### src/sv/y2rgb_pkg.sv
package y2rgb_pkg;

    // sample and arithmetic widths
    localparam int SAMPLE_W = 8;
    localparam int TERM_W   = 20;
    localparam int WORD_W   = 32;
    localparam int COUNT_W  = 3;

    // bt.601 studio-range coefficients, 1/256 units
    localparam logic signed [TERM_W-1:0] K_LUMA    = 20'sd298;
    localparam logic signed [TERM_W-1:0] K_RED_CR  = 20'sd409;
    localparam logic signed [TERM_W-1:0] K_GRN_CB  = 20'sd100;
    localparam logic signed [TERM_W-1:0] K_GRN_CR  = 20'sd208;
    localparam logic signed [TERM_W-1:0] K_BLU_CB  = 20'sd516;
    localparam logic signed [TERM_W-1:0] K_ROUND   = 20'sd128;
    localparam logic signed [TERM_W-1:0] LUMA_OFS  = 20'sd16;
    localparam logic signed [TERM_W-1:0] CHROMA_OFS = 20'sd128;

    // output packing formats
    typedef enum logic [2:0] {
        FMT_RGB24      = 3'd0,
        FMT_BGR24      = 3'd1,
        FMT_RGB32      = 3'd2,
        FMT_BGR32      = 3'd3,
        FMT_RGB565     = 3'd4,
        FMT_RGB565_SWP = 3'd5
    } y2rgb_fmt_t;

    // byte counts per format
    localparam logic [COUNT_W-1:0] BYTES_16 = 3'd2;
    localparam logic [COUNT_W-1:0] BYTES_24 = 3'd3;
    localparam logic [COUNT_W-1:0] BYTES_32 = 3'd4;

    // register indexes on the config port
    localparam logic REG_FORMAT = 1'b0;
    localparam logic REG_ALPHA  = 1'b1;

    // line and frame end marks travelling with each pixel
    typedef struct packed {
        logic line_end;
        logic frame_end;
    } y2rgb_marks_t;

    // floor divide by 256, then clamp to 0..255
    function automatic logic [SAMPLE_W-1:0] scale_clamp(input logic signed [TERM_W-1:0] sum);
        logic [SAMPLE_W-1:0] res;
        if (sum[TERM_W-1]) begin
            res = '0;
        end else if (|sum[TERM_W-2:16]) begin
            res = '1;
        end else begin
            res = sum[15:8];
        end
        return res;
    endfunction

endpackage

### src/sv/y2rgb_matrix.sv
module y2rgb_matrix
    import y2rgb_pkg::*;
(
    input  logic                aclk,
    input  logic                aresetn,
    input  logic                in_valid,
    output logic                in_ready,
    input  logic [SAMPLE_W-1:0] luma,
    input  logic [SAMPLE_W-1:0] chroma_blue,
    input  logic [SAMPLE_W-1:0] chroma_red,
    input  y2rgb_marks_t        in_marks,
    output logic                out_valid,
    input  logic                out_ready,
    output logic [SAMPLE_W-1:0] red,
    output logic [SAMPLE_W-1:0] green,
    output logic [SAMPLE_W-1:0] blue,
    output y2rgb_marks_t        out_marks
);

    // stage enables: a stage moves when empty or when the next one moves
    logic en1, en2, en3;
    logic v1_reg, v2_reg, v3_reg;

    assign en3      = !v3_reg || out_ready;
    assign en2      = !v2_reg || en3;
    assign en1      = !v1_reg || en2;
    assign in_ready = en1;

    // offset-removed samples
    logic signed [TERM_W-1:0] c_w, d_w, e_w;
    assign c_w = $signed({{(TERM_W-SAMPLE_W){1'b0}}, luma})        - LUMA_OFS;
    assign d_w = $signed({{(TERM_W-SAMPLE_W){1'b0}}, chroma_blue}) - CHROMA_OFS;
    assign e_w = $signed({{(TERM_W-SAMPLE_W){1'b0}}, chroma_red})  - CHROMA_OFS;

    // stage 1: coefficient products
    logic signed [TERM_W-1:0] y_reg, rv_reg, gu_reg, gv_reg, bu_reg;
    y2rgb_marks_t             m1_reg;

    always_ff @(posedge aclk) begin
        if (!aresetn) begin
            v1_reg <= 1'b0;
        end else if (en1) begin
            v1_reg <= in_valid;
        end
        if (en1) begin
            y_reg  <= c_w * K_LUMA;
            rv_reg <= e_w * K_RED_CR;
            gu_reg <= d_w * K_GRN_CB;
            gv_reg <= e_w * K_GRN_CR;
            bu_reg <= d_w * K_BLU_CB;
            m1_reg <= in_marks;
        end
    end

    // stage 2: channel sums with rounding term
    logic signed [TERM_W-1:0] r_sum_reg, g_sum_reg, b_sum_reg;
    y2rgb_marks_t             m2_reg;

    always_ff @(posedge aclk) begin
        if (!aresetn) begin
            v2_reg <= 1'b0;
        end else if (en2) begin
            v2_reg <= v1_reg;
        end
        if (en2) begin
            r_sum_reg <= y_reg + rv_reg + K_ROUND;
            g_sum_reg <= y_reg - gu_reg - gv_reg + K_ROUND;
            b_sum_reg <= y_reg + bu_reg + K_ROUND;
            m2_reg    <= m1_reg;
        end
    end

    // stage 3: scale and clamp
    logic [SAMPLE_W-1:0] r_reg, g_reg, b_reg;
    y2rgb_marks_t        m3_reg;

    always_ff @(posedge aclk) begin
        if (!aresetn) begin
            v3_reg <= 1'b0;
        end else if (en3) begin
            v3_reg <= v2_reg;
        end
        if (en3) begin
            r_reg  <= scale_clamp(r_sum_reg);
            g_reg  <= scale_clamp(g_sum_reg);
            b_reg  <= scale_clamp(b_sum_reg);
            m3_reg <= m2_reg;
        end
    end

    assign out_valid = v3_reg;
    assign red       = r_reg;
    assign green     = g_reg;
    assign blue      = b_reg;
    assign out_marks = m3_reg;

endmodule

### src/sv/yuv_to_rgb_multi_format_unit.sv
// BT.601 studio-range YCbCr to RGB converter. Each input word carries one pixel's
// luma, Cb and Cr; the result word carries the packed pixel (first memory byte in
// bits 7..0) and its byte count, with line and frame end marks passed through.
// The block takes one pixel per clock while the output is not stalled; each pixel
// passes the product, sum and clamp registers and then the packing into the output
// register, which is the last stage. Select the packing through output_format
// (address 0x0: rgb24, bgr24, rgb32, bgr32, rgb565, rgb565 byte-swapped; codes 6
// and 7 pack as rgb24) and the fourth byte of the 32-bit formats through alpha_value
// (address 0x4). Change them only while no pixel is in flight.
module yuv_to_rgb_multi_format_unit
    import y2rgb_pkg::*;
(
    input  logic        aclk,
    input  logic        aresetn,
    // config port
    input  logic        psel,
    input  logic        penable,
    input  logic        pwrite,
    input  logic [2:0]  paddr,
    input  logic [31:0] pwdata,
    output logic [31:0] prdata,
    output logic        pready,
    // input pixels
    input  logic        s_tvalid,
    output logic        s_tready,
    input  logic [23:0] s_tdata,   // luma [7:0], chroma_blue [15:8], chroma_red [23:16]
    input  logic        s_tlast,   // line_end
    input  logic        s_tuser,   // frame_end
    // output pixels
    output logic        m_tvalid,
    input  logic        m_tready,
    output logic [39:0] m_tdata,   // pixel_word [31:0], byte_count [34:32], zero [39:35]
    output logic        m_tlast,   // line_end_out
    output logic        m_tuser    // frame_end_out
);

    // config registers
    logic [2:0]          format_reg;
    logic [SAMPLE_W-1:0] alpha_reg;
    logic                cfg_write;

    assign pready    = 1'b1;
    assign cfg_write = psel && penable && pwrite && pready;

    always_ff @(posedge aclk) begin
        if (!aresetn) begin
            format_reg <= FMT_RGB24;
            alpha_reg  <= '0;
        end else if (cfg_write) begin
            case (paddr[2])
                REG_FORMAT: format_reg <= pwdata[2:0];
                REG_ALPHA:  alpha_reg  <= pwdata[SAMPLE_W-1:0];
                default:    format_reg <= format_reg;
            endcase
        end
    end

    // register read back
    always_comb begin
        case (paddr[2])
            REG_FORMAT: prdata = {29'd0, format_reg};
            REG_ALPHA:  prdata = {24'd0, alpha_reg};
            default:    prdata = '0;
        endcase
    end

    // colour matrix pipeline
    logic                mat_valid, mat_ready;
    logic [SAMPLE_W-1:0] r_w, g_w, b_w;
    y2rgb_marks_t        s_marks, mat_marks;

    assign s_marks.line_end  = s_tlast;
    assign s_marks.frame_end = s_tuser;

    y2rgb_matrix u_matrix (
        .aclk        (aclk),
        .aresetn     (aresetn),
        .in_valid    (s_tvalid),
        .in_ready    (s_tready),
        .luma        (s_tdata[7:0]),
        .chroma_blue (s_tdata[15:8]),
        .chroma_red  (s_tdata[23:16]),
        .in_marks    (s_marks),
        .out_valid   (mat_valid),
        .out_ready   (mat_ready),
        .red         (r_w),
        .green       (g_w),
        .blue        (b_w),
        .out_marks   (mat_marks)
    );

    // format packing
    logic [15:0]         p565_w;
    logic [WORD_W-1:0]   word_next;
    logic [COUNT_W-1:0]  count_next;

    assign p565_w = {r_w[7:3], g_w[7:2], b_w[7:3]};

    always_comb begin
        case (format_reg)
            FMT_BGR24: begin
                word_next  = {8'd0, r_w, g_w, b_w};
                count_next = BYTES_24;
            end
            FMT_RGB32: begin
                word_next  = {alpha_reg, b_w, g_w, r_w};
                count_next = BYTES_32;
            end
            FMT_BGR32: begin
                word_next  = {alpha_reg, r_w, g_w, b_w};
                count_next = BYTES_32;
            end
            FMT_RGB565: begin
                word_next  = {16'd0, p565_w};
                count_next = BYTES_16;
            end
            FMT_RGB565_SWP: begin
                word_next  = {16'd0, p565_w[7:0], p565_w[15:8]};
                count_next = BYTES_16;
            end
            default: begin
                word_next  = {8'd0, b_w, g_w, r_w};
                count_next = BYTES_24;
            end
        endcase
    end

    // output register
    logic               out_valid_reg;
    logic [WORD_W-1:0]  word_reg;
    logic [COUNT_W-1:0] count_reg;
    y2rgb_marks_t       marks_reg;

    assign mat_ready = !out_valid_reg || m_tready;

    always_ff @(posedge aclk) begin
        if (!aresetn) begin
            out_valid_reg <= 1'b0;
        end else if (mat_ready) begin
            out_valid_reg <= mat_valid;
        end
        if (mat_ready) begin
            word_reg  <= word_next;
            count_reg <= count_next;
            marks_reg <= mat_marks;
        end
    end

    assign m_tvalid = out_valid_reg;
    assign m_tdata  = {5'd0, count_reg, word_reg};
    assign m_tlast  = marks_reg.line_end;
    assign m_tuser  = marks_reg.frame_end;

    // checks
    a_count_legal: assert property (@(posedge aclk) disable iff (!aresetn)
        m_tvalid |-> (count_reg == BYTES_16 || count_reg == BYTES_24 ||
                      count_reg == BYTES_32))
        else $error("byte count out of range");

    a_pad_24: assert property (@(posedge aclk) disable iff (!aresetn)
        (m_tvalid && count_reg == BYTES_24) |-> (word_reg[31:24] == 8'd0))
        else $error("unused top byte not zero");

    a_pad_16: assert property (@(posedge aclk) disable iff (!aresetn)
        (m_tvalid && count_reg == BYTES_16) |-> (word_reg[31:16] == 16'd0))
        else $error("unused upper bytes not zero");

    a_ready_when_empty: assert property (@(posedge aclk) disable iff (!aresetn)
        !m_tvalid |-> s_tready)
        else $error("input stalled with empty output");

    // first cycle out of reset
    a_reset_empty: assert property (@(posedge aclk)
        (aresetn && $past(!aresetn)) |-> !m_tvalid)
        else $error("output valid after reset");

endmodule
### config.mk
export PLATFORM = sky130hd
export DESIGN_NAME = yuv_to_rgb_multi_format_unit
export DESIGN_NICKNAME = d
export VERILOG_FILES = /design/src/sv/y2rgb_pkg.sv /design/src/sv/y2rgb_matrix.sv /design/src/sv/yuv_to_rgb_multi_format_unit.sv
export SDC_FILE = /design/constraint.sdc
export NUM_CORES = 1
export LEC_CHECK = 0
export BUFFER_PORTS_ARGS = -buffer_cell sky130_fd_sc_hd__buf_2
export CAP_MARGIN = 5
export CELL_PAD_IN_SITES_DETAIL_PLACEMENT = 1
export CELL_PAD_IN_SITES_GLOBAL_PLACEMENT = 1
export CORE_MARGIN = 1.5
export CORE_UTILIZATION = 44
export CTS_CLUSTER_DIAMETER = 200
export DETAILED_ROUTE_END_ITERATION = 8
export PLACE_DENSITY = 0.83
export SYNTH_ARGS = -nofsm -noshare
export SYNTH_HDL_FRONTEND = slang
export SYNTH_HIERARCHICAL = 1
export SYNTH_SLANG_ARGS = --single-unit
### constraint.sdc
create_clock -name aclk -period 5.6 [get_ports aclk]
set_input_delay 1.12 -clock aclk [delete_from_list [all_inputs] [get_ports aclk]]
set_output_delay 1.12 -clock aclk [all_outputs]
set_load 0.01 [all_outputs]
Word-level counts from Yosys, hierarchy flattened
Index checks and enable logic that the tools add are counted.

Word-level logic and storage cells: 71. Bits in writable memories: 0. Latch bits: 0. ROM bits: 0. Bits of input ports: 68. Register bits: 233. Memories: 0.

Mux-type cells: 6. Div/mod/pow operators: 0. Shift-type cells: 0. Order comparisons: 0. $add $sub $neg: 10. Reduce and logical (&&, ||, !) cells: 17. Eq/ne operators: 5. Bitwise logic cells: 1. $mul: 5.

Operators with widths (count): $pmux 32 s5 (1); $pmux 32 s2 (1); $add 20x9->20 const B (3); $add 20x20->20 (2); $sub 20x20->20 (2); $mux 8 (3); $mul 20x10->20 const B (1); $mul 20x5->16 const B (1); $mul 20x6->18 const B (1); $mul 20x9->18 const B (1); $mul 20x9->19 const B (1); $sub 8x8->9 const B (2); $reduce_or 3->1 (3); $sub 8x5->9 const B (1); $eq 3x2->1 const B (2); $eq 3x3->1 const B (2); $pmux 3 s2 (1); $logic_not 1->1 (4); $logic_or 1x1->1 (4); $reduce_and 2->1 (2); $reduce_or 2->1 (2); $eq 3x1->1 const B (1); $logic_and 1x1->1 (2); $not 1->1 (1).

Logic depth before layout (Yosys ltp)
Word-level depth: 5. Depth in mapped cells: 17.

Modules after synthesis
Netlist, hierarchy kept.

By module, submodules not included: y2rgb_matrix (instances 1, sequential area each 4414.2 µm², cells each 1089, area an instance 12147.9 µm²); yuv_to_rgb_multi_format_unit (instances 1, sequential area each 1351.3 µm², cells each 241, area an instance 2758.9 µm²).

Worst setup path after synthesis
OpenSTA, ideal clock, no wires.

Path kind: input to output. From: input port m_tready. To: output port s_tready. Data required time: 4480 ps. Stages: 3. Arrival: 4318 ps. Path slack: 162 ps. Path through: nand2b_1 -> nor2b_1 -> nand3_1.

Cells in the longest elaborated chain, start to end: 4.

RTL lines: start: declaration (line yuv_to_rgb_multi_format_unit.sv:31) `input logic m_tready,`; $logic_or 1x1->1 (line yuv_to_rgb_multi_format_unit.sv:134) `assign mat_ready = !out_valid_reg || m_tready;`; $logic_or 1x1->1 (line y2rgb_matrix.sv:24) `assign en3 = !v3_reg || out_ready;`; $logic_or 1x1->1 (line y2rgb_matrix.sv:25) `assign en2 = !v2_reg || en3;`; $logic_or 1x1->1 (line y2rgb_matrix.sv:26) `assign en1 = !v1_reg || en2;`; end: declaration (line yuv_to_rgb_multi_format_unit.sv:25) `output logic s_tready,`.

No other way between the ends.

Worst setup path in the final report
From: input port s_tdata[4]. To: register u_matrix.y_reg[17] (data pin).

Cells in the longest elaborated chain, start to end: 2.

RTL lines: start: declaration (line yuv_to_rgb_multi_format_unit.sv:26) `input logic [23:0] s_tdata,`; $sub 8x5->9 (line y2rgb_matrix.sv:31) `assign c_w = $signed({{(TERM_W-SAMPLE_W){1'b0}}, luma}) - LUMA_OFS;`; $mul 20x9->19 (line y2rgb_matrix.sv:46) `y_reg <= c_w * K_LUMA;`; end signal: assignment (line y2rgb_matrix.sv:46); end: declaration (line y2rgb_matrix.sv:36) `logic signed [TERM_W-1:0] y_reg, rv_reg, gu_reg, gv_reg, bu_reg;`.

No other way between the ends. A chain may end at the register's enable or synchronous reset.

==> impl_metrics.tcl <==
set metrics [dict create \
    routed_wl_um 34100 \
    cts_resized 0 \
    cell_internal_pwr_uw 5280 \
    antenna_cells 0 \
    clkLatencyLatePin_ps 450 \
    largest_register_ffs 32 \
    required_ps 5800 \
    synth_compound_area_share_pct 10.8 \
    place_ws_ps 105 \
    die_w_um 187 \
    gp_congestion 0.849 \
    r2r_setup_slack_ps 2300 \
    cts.sinks 197 \
    drtPass1Iterations 5 \
    crit_slowest_cell "fa_1" \
    cts_tree "built" \
    synth_async_sr_flop_share_pct 0 \
    peakVddDrop_v 0.000465 \
    synth_top_cell_by_area "edfxtp_1" \
    syn_area_um2 14900 \
    instances_no_fill 1884 \
    hold_path_class "register to register" \
    row_count 67 \
    yosysMostFrequentCell "ha_1" \
    critical_path.max_stage_delay_ps 540 \
    seq_power_share_pct 30.9 \
    fin_ws_ps 597 \
    die_h_um 187 \
    area_growth_syn_to_layout_pct 9.94 \
    core_area_um2 33400 \
    synthMuxAreaShare_pct 1.23 \
    min_period_over_period_pct 89.3 \
    synth_adder_area_share_pct 29.1 \
    powerDensity_nw_per_um2 559 \
    critPathTopFamily "adder cells" \
    slew-limit-headroom_pct 37.1 \
    antenna_found_initial 0 \
    grt-ovfl-total 0 \
    rsz0062_at_grt "no" \
    critical_path_buf_inv_count 4 \
    synthFlopType "edfxtp_1" \
    ys_seq_area_share_pct 38.7 \
    fin_worst_skew_ps 9.90 \
    cts_root_buf "clkbuf_16" \
    ys_top_cells_by_count "ha_1 (260), inv_1 (188), edfxtp_1 (182), nor2_1 (86), a21oi_1 (59)" \
    synth_top_cells_by_area "edfxtp_1 (37%), ha_1 (22%), fa_1 (7.3%), inv_1 (4.7%), xnor2_1 (2.9%)" \
    clkSlewWorstSetupHoldPaths_ps 80 \
    synth_edf_count 182 \
    ctsHoldBuffers 0 \
    antenna_left 0 \
    combPwrFrac_pct 55.4 \
    worst_pin_slew_ps 942 \
    clock.fmax_ghz 0.200 \
    die-area_um2 35000 \
    yosysTopAreaCellShare_pct 36.7 \
    drive_gt1_share_pct 11.0 \
    maxCapViolCount 0 \
    drt_iter0_markers 434 \
    run_status "finished, final reports clean" \
    avgSynthCellArea_um2 11.2 \
    cts-htree-levels 4 \
    dp_cells 1851 \
    wl_per_cell_um 18.1 \
    start_util_pct 44.6 \
    p_sw_share_pct 42.4 \
    report.final.slew_viol_count 0 \
    crit_path_end_kind "register" \
    ys_ff_latch 197 \
    synth_xor_area_share_pct 4.52 \
    first_global_vias 10739 \
    yosys.area_share.simple_pct 8.54 \
    post-cts-setup-buffers 0 \
    drc_errors 0 \
    grt_max_degree 51 \
    cp_max_fo 5 \
    via_per_inst 5.36 \
    fin_nets 1805 \
    cpMostUsedCell "ha_1" \
    ios 145 \
    clk_path_buf_depth 2 \
    p_switching_uw 3890 \
    cts_buffers 17 \
    path_cells "buf_2 -> inv_1 -> ha_1 -> xor2_1 -> ha_1 -> ha_1 -> inv_1 -> fa_1 -> fa_1 -> inv_1 -> ha_1 -> nand2_1 -> o21ai_1 -> nor4_1 -> o31ai_1 -> o41ai_1 -> xnor2_1" \
    finalHoldViolations 0 \
    clockPowerShare_pct 13.8 \
    grt_first_pass_wirelength_um 54400 \
    finalSetupViolCount 0 \
    synth_top_family_by_area "adder cells" \
    numPortBuffers 88 \
    path_class "input pin to register" \
    synth_cells 1330 \
    synth.distinct_cells 78 \
    yosysWarnings 6 \
    grtUsageTotal_pct 19.8 \
    place_hpwl_um 27000 \
    startpoint_type "input pin" \
    cp.arrival_ps 5200 \
    timing.final.crit_period_ps 5000 \
    vias 10090 \
    p_leak_uw 0.00768 \
    final.setup.tns_ps 0 \
]
==> metrics by stage <==
stage,instance area (um^2),util (%),total power [uW],hold slack [ps]
6_report,16400,49.0,9160,425
5_1_grt,16400,49.0,9850,437
4_1_cts,16400,48.9,9210,428
3_5_place_dp,15700,47.1,7850,407
3_3_place_gp,15700,47.1,7480,409
2_1_floorplan,15000,-,6400,400
==> routing by layer <==
| metal | wire (um) | share of wire (%) | global-route usage, % |
|---|---|---|---|
| met5 | 0 | 0 | 0 |
| met2 | 17700 | 52 | 36.6 |
| met3 | 1080 | 3.2 | 2.89 |
| met4 | 881 | 2.6 | 7.29 |
| met1 | 14400 | 42 | 23.0 |
==> cells in the final DEF (no fill, tap or decap), drive strengths merged, types with 5 or more instances in the layout <==
| cell | synthesis | routed |
|---|---|---|
| a211oi | 6 | 6 |
| a21boi | 11 | 11 |
| a21o | 23 | 23 |
| a21oi | 59 | 59 |
| a31oi | 6 | 6 |
| a32oi | 14 | 14 |
| and2 | 21 | 21 |
| and3 | 6 | 6 |
| buf | 41 | 97 |
| clkbuf | 10 | 17 |
| clkinv | 0 | 6 |
| conb | 2 | 30 |
| dfxtp | 15 | 15 |
| edfxtp | 182 | 182 |
| fa | 54 | 54 |
| ha | 260 | 260 |
| inv | 190 | 199 |
| mux2i | 13 | 13 |
| nand2 | 45 | 45 |
| nand2b | 5 | 5 |
| nand3 | 19 | 19 |
| nand4 | 6 | 6 |
| nor2 | 87 | 87 |
| nor2b | 14 | 14 |
| nor3 | 17 | 17 |
| o211ai | 9 | 9 |
| o21a | 11 | 11 |
| o21ai | 29 | 29 |
| o21bai | 11 | 11 |
| o2bb2ai | 16 | 16 |
| o31ai | 10 | 10 |
| or2 | 9 | 9 |
| or3 | 6 | 6 |
| xnor2 | 50 | 50 |
| xor2 | 27 | 27 |
==> cell type report <==
cell class	instances	area, um^2
sequential	197	5770
tap	448	561
clock buffer	17	425
fill	3639	17100
clock inverter	15	191
multi-input combinational	920	8200
inverter	190	713
timing repair buffer	97	528
==> power by group through the flow <==
stage                     Combinational (uW)  Sequential, uW  Clock, uW
after global routing                    5640            2870       1340
after floorplan                         3680            2720          0
final                                   5070            2830       1260
after CTS                               5090            2840       1290
after detailed placement                4990            2860          0
after global placement                  4660            2830          0
==> path summary, 6_finish.rpt <==
kind                                          from                endpoint  cells after the start
worst max-delay path                    s_tdata[4]      u_matrix/y_reg[17]                     17
worst min-delay path            u_matrix/m1_reg[0]      u_matrix/m2_reg[0]                      0
worst max register to register   u_matrix/y_reg[8]  u_matrix/g_sum_reg[16]                      9
worst min register to register  u_matrix/m1_reg[0]      u_matrix/m2_reg[0]                      0
==> worst reg2reg max path, delay by kind of cell (launching register included) <==
| kind | cells | cell delay [ps] |
|---|---|---|
| xor+xnor | 1 | 160 |
| flops | 1 | 540 |
| fa+ha+maj | 3 | 1270 |
| compound gates | 5 | 1090 |
==> cell families (layout without fill, tap and decap cells) <==
| kind of cell | count (synthesis) | after routing |
|---|---|---|
| mux | 17 | 17 |
| fa+ha+maj | 314 | 314 |
| xor+xnor | 77 | 77 |
| buf+inv | 241 | 319 |
| flops | 197 | 197 |
| compound gates | 232 | 232 |
| simple gates | 250 | 250 |
| other cells | 2 | 30 |
No activity file was read; power rests on OpenSTA's default activity.
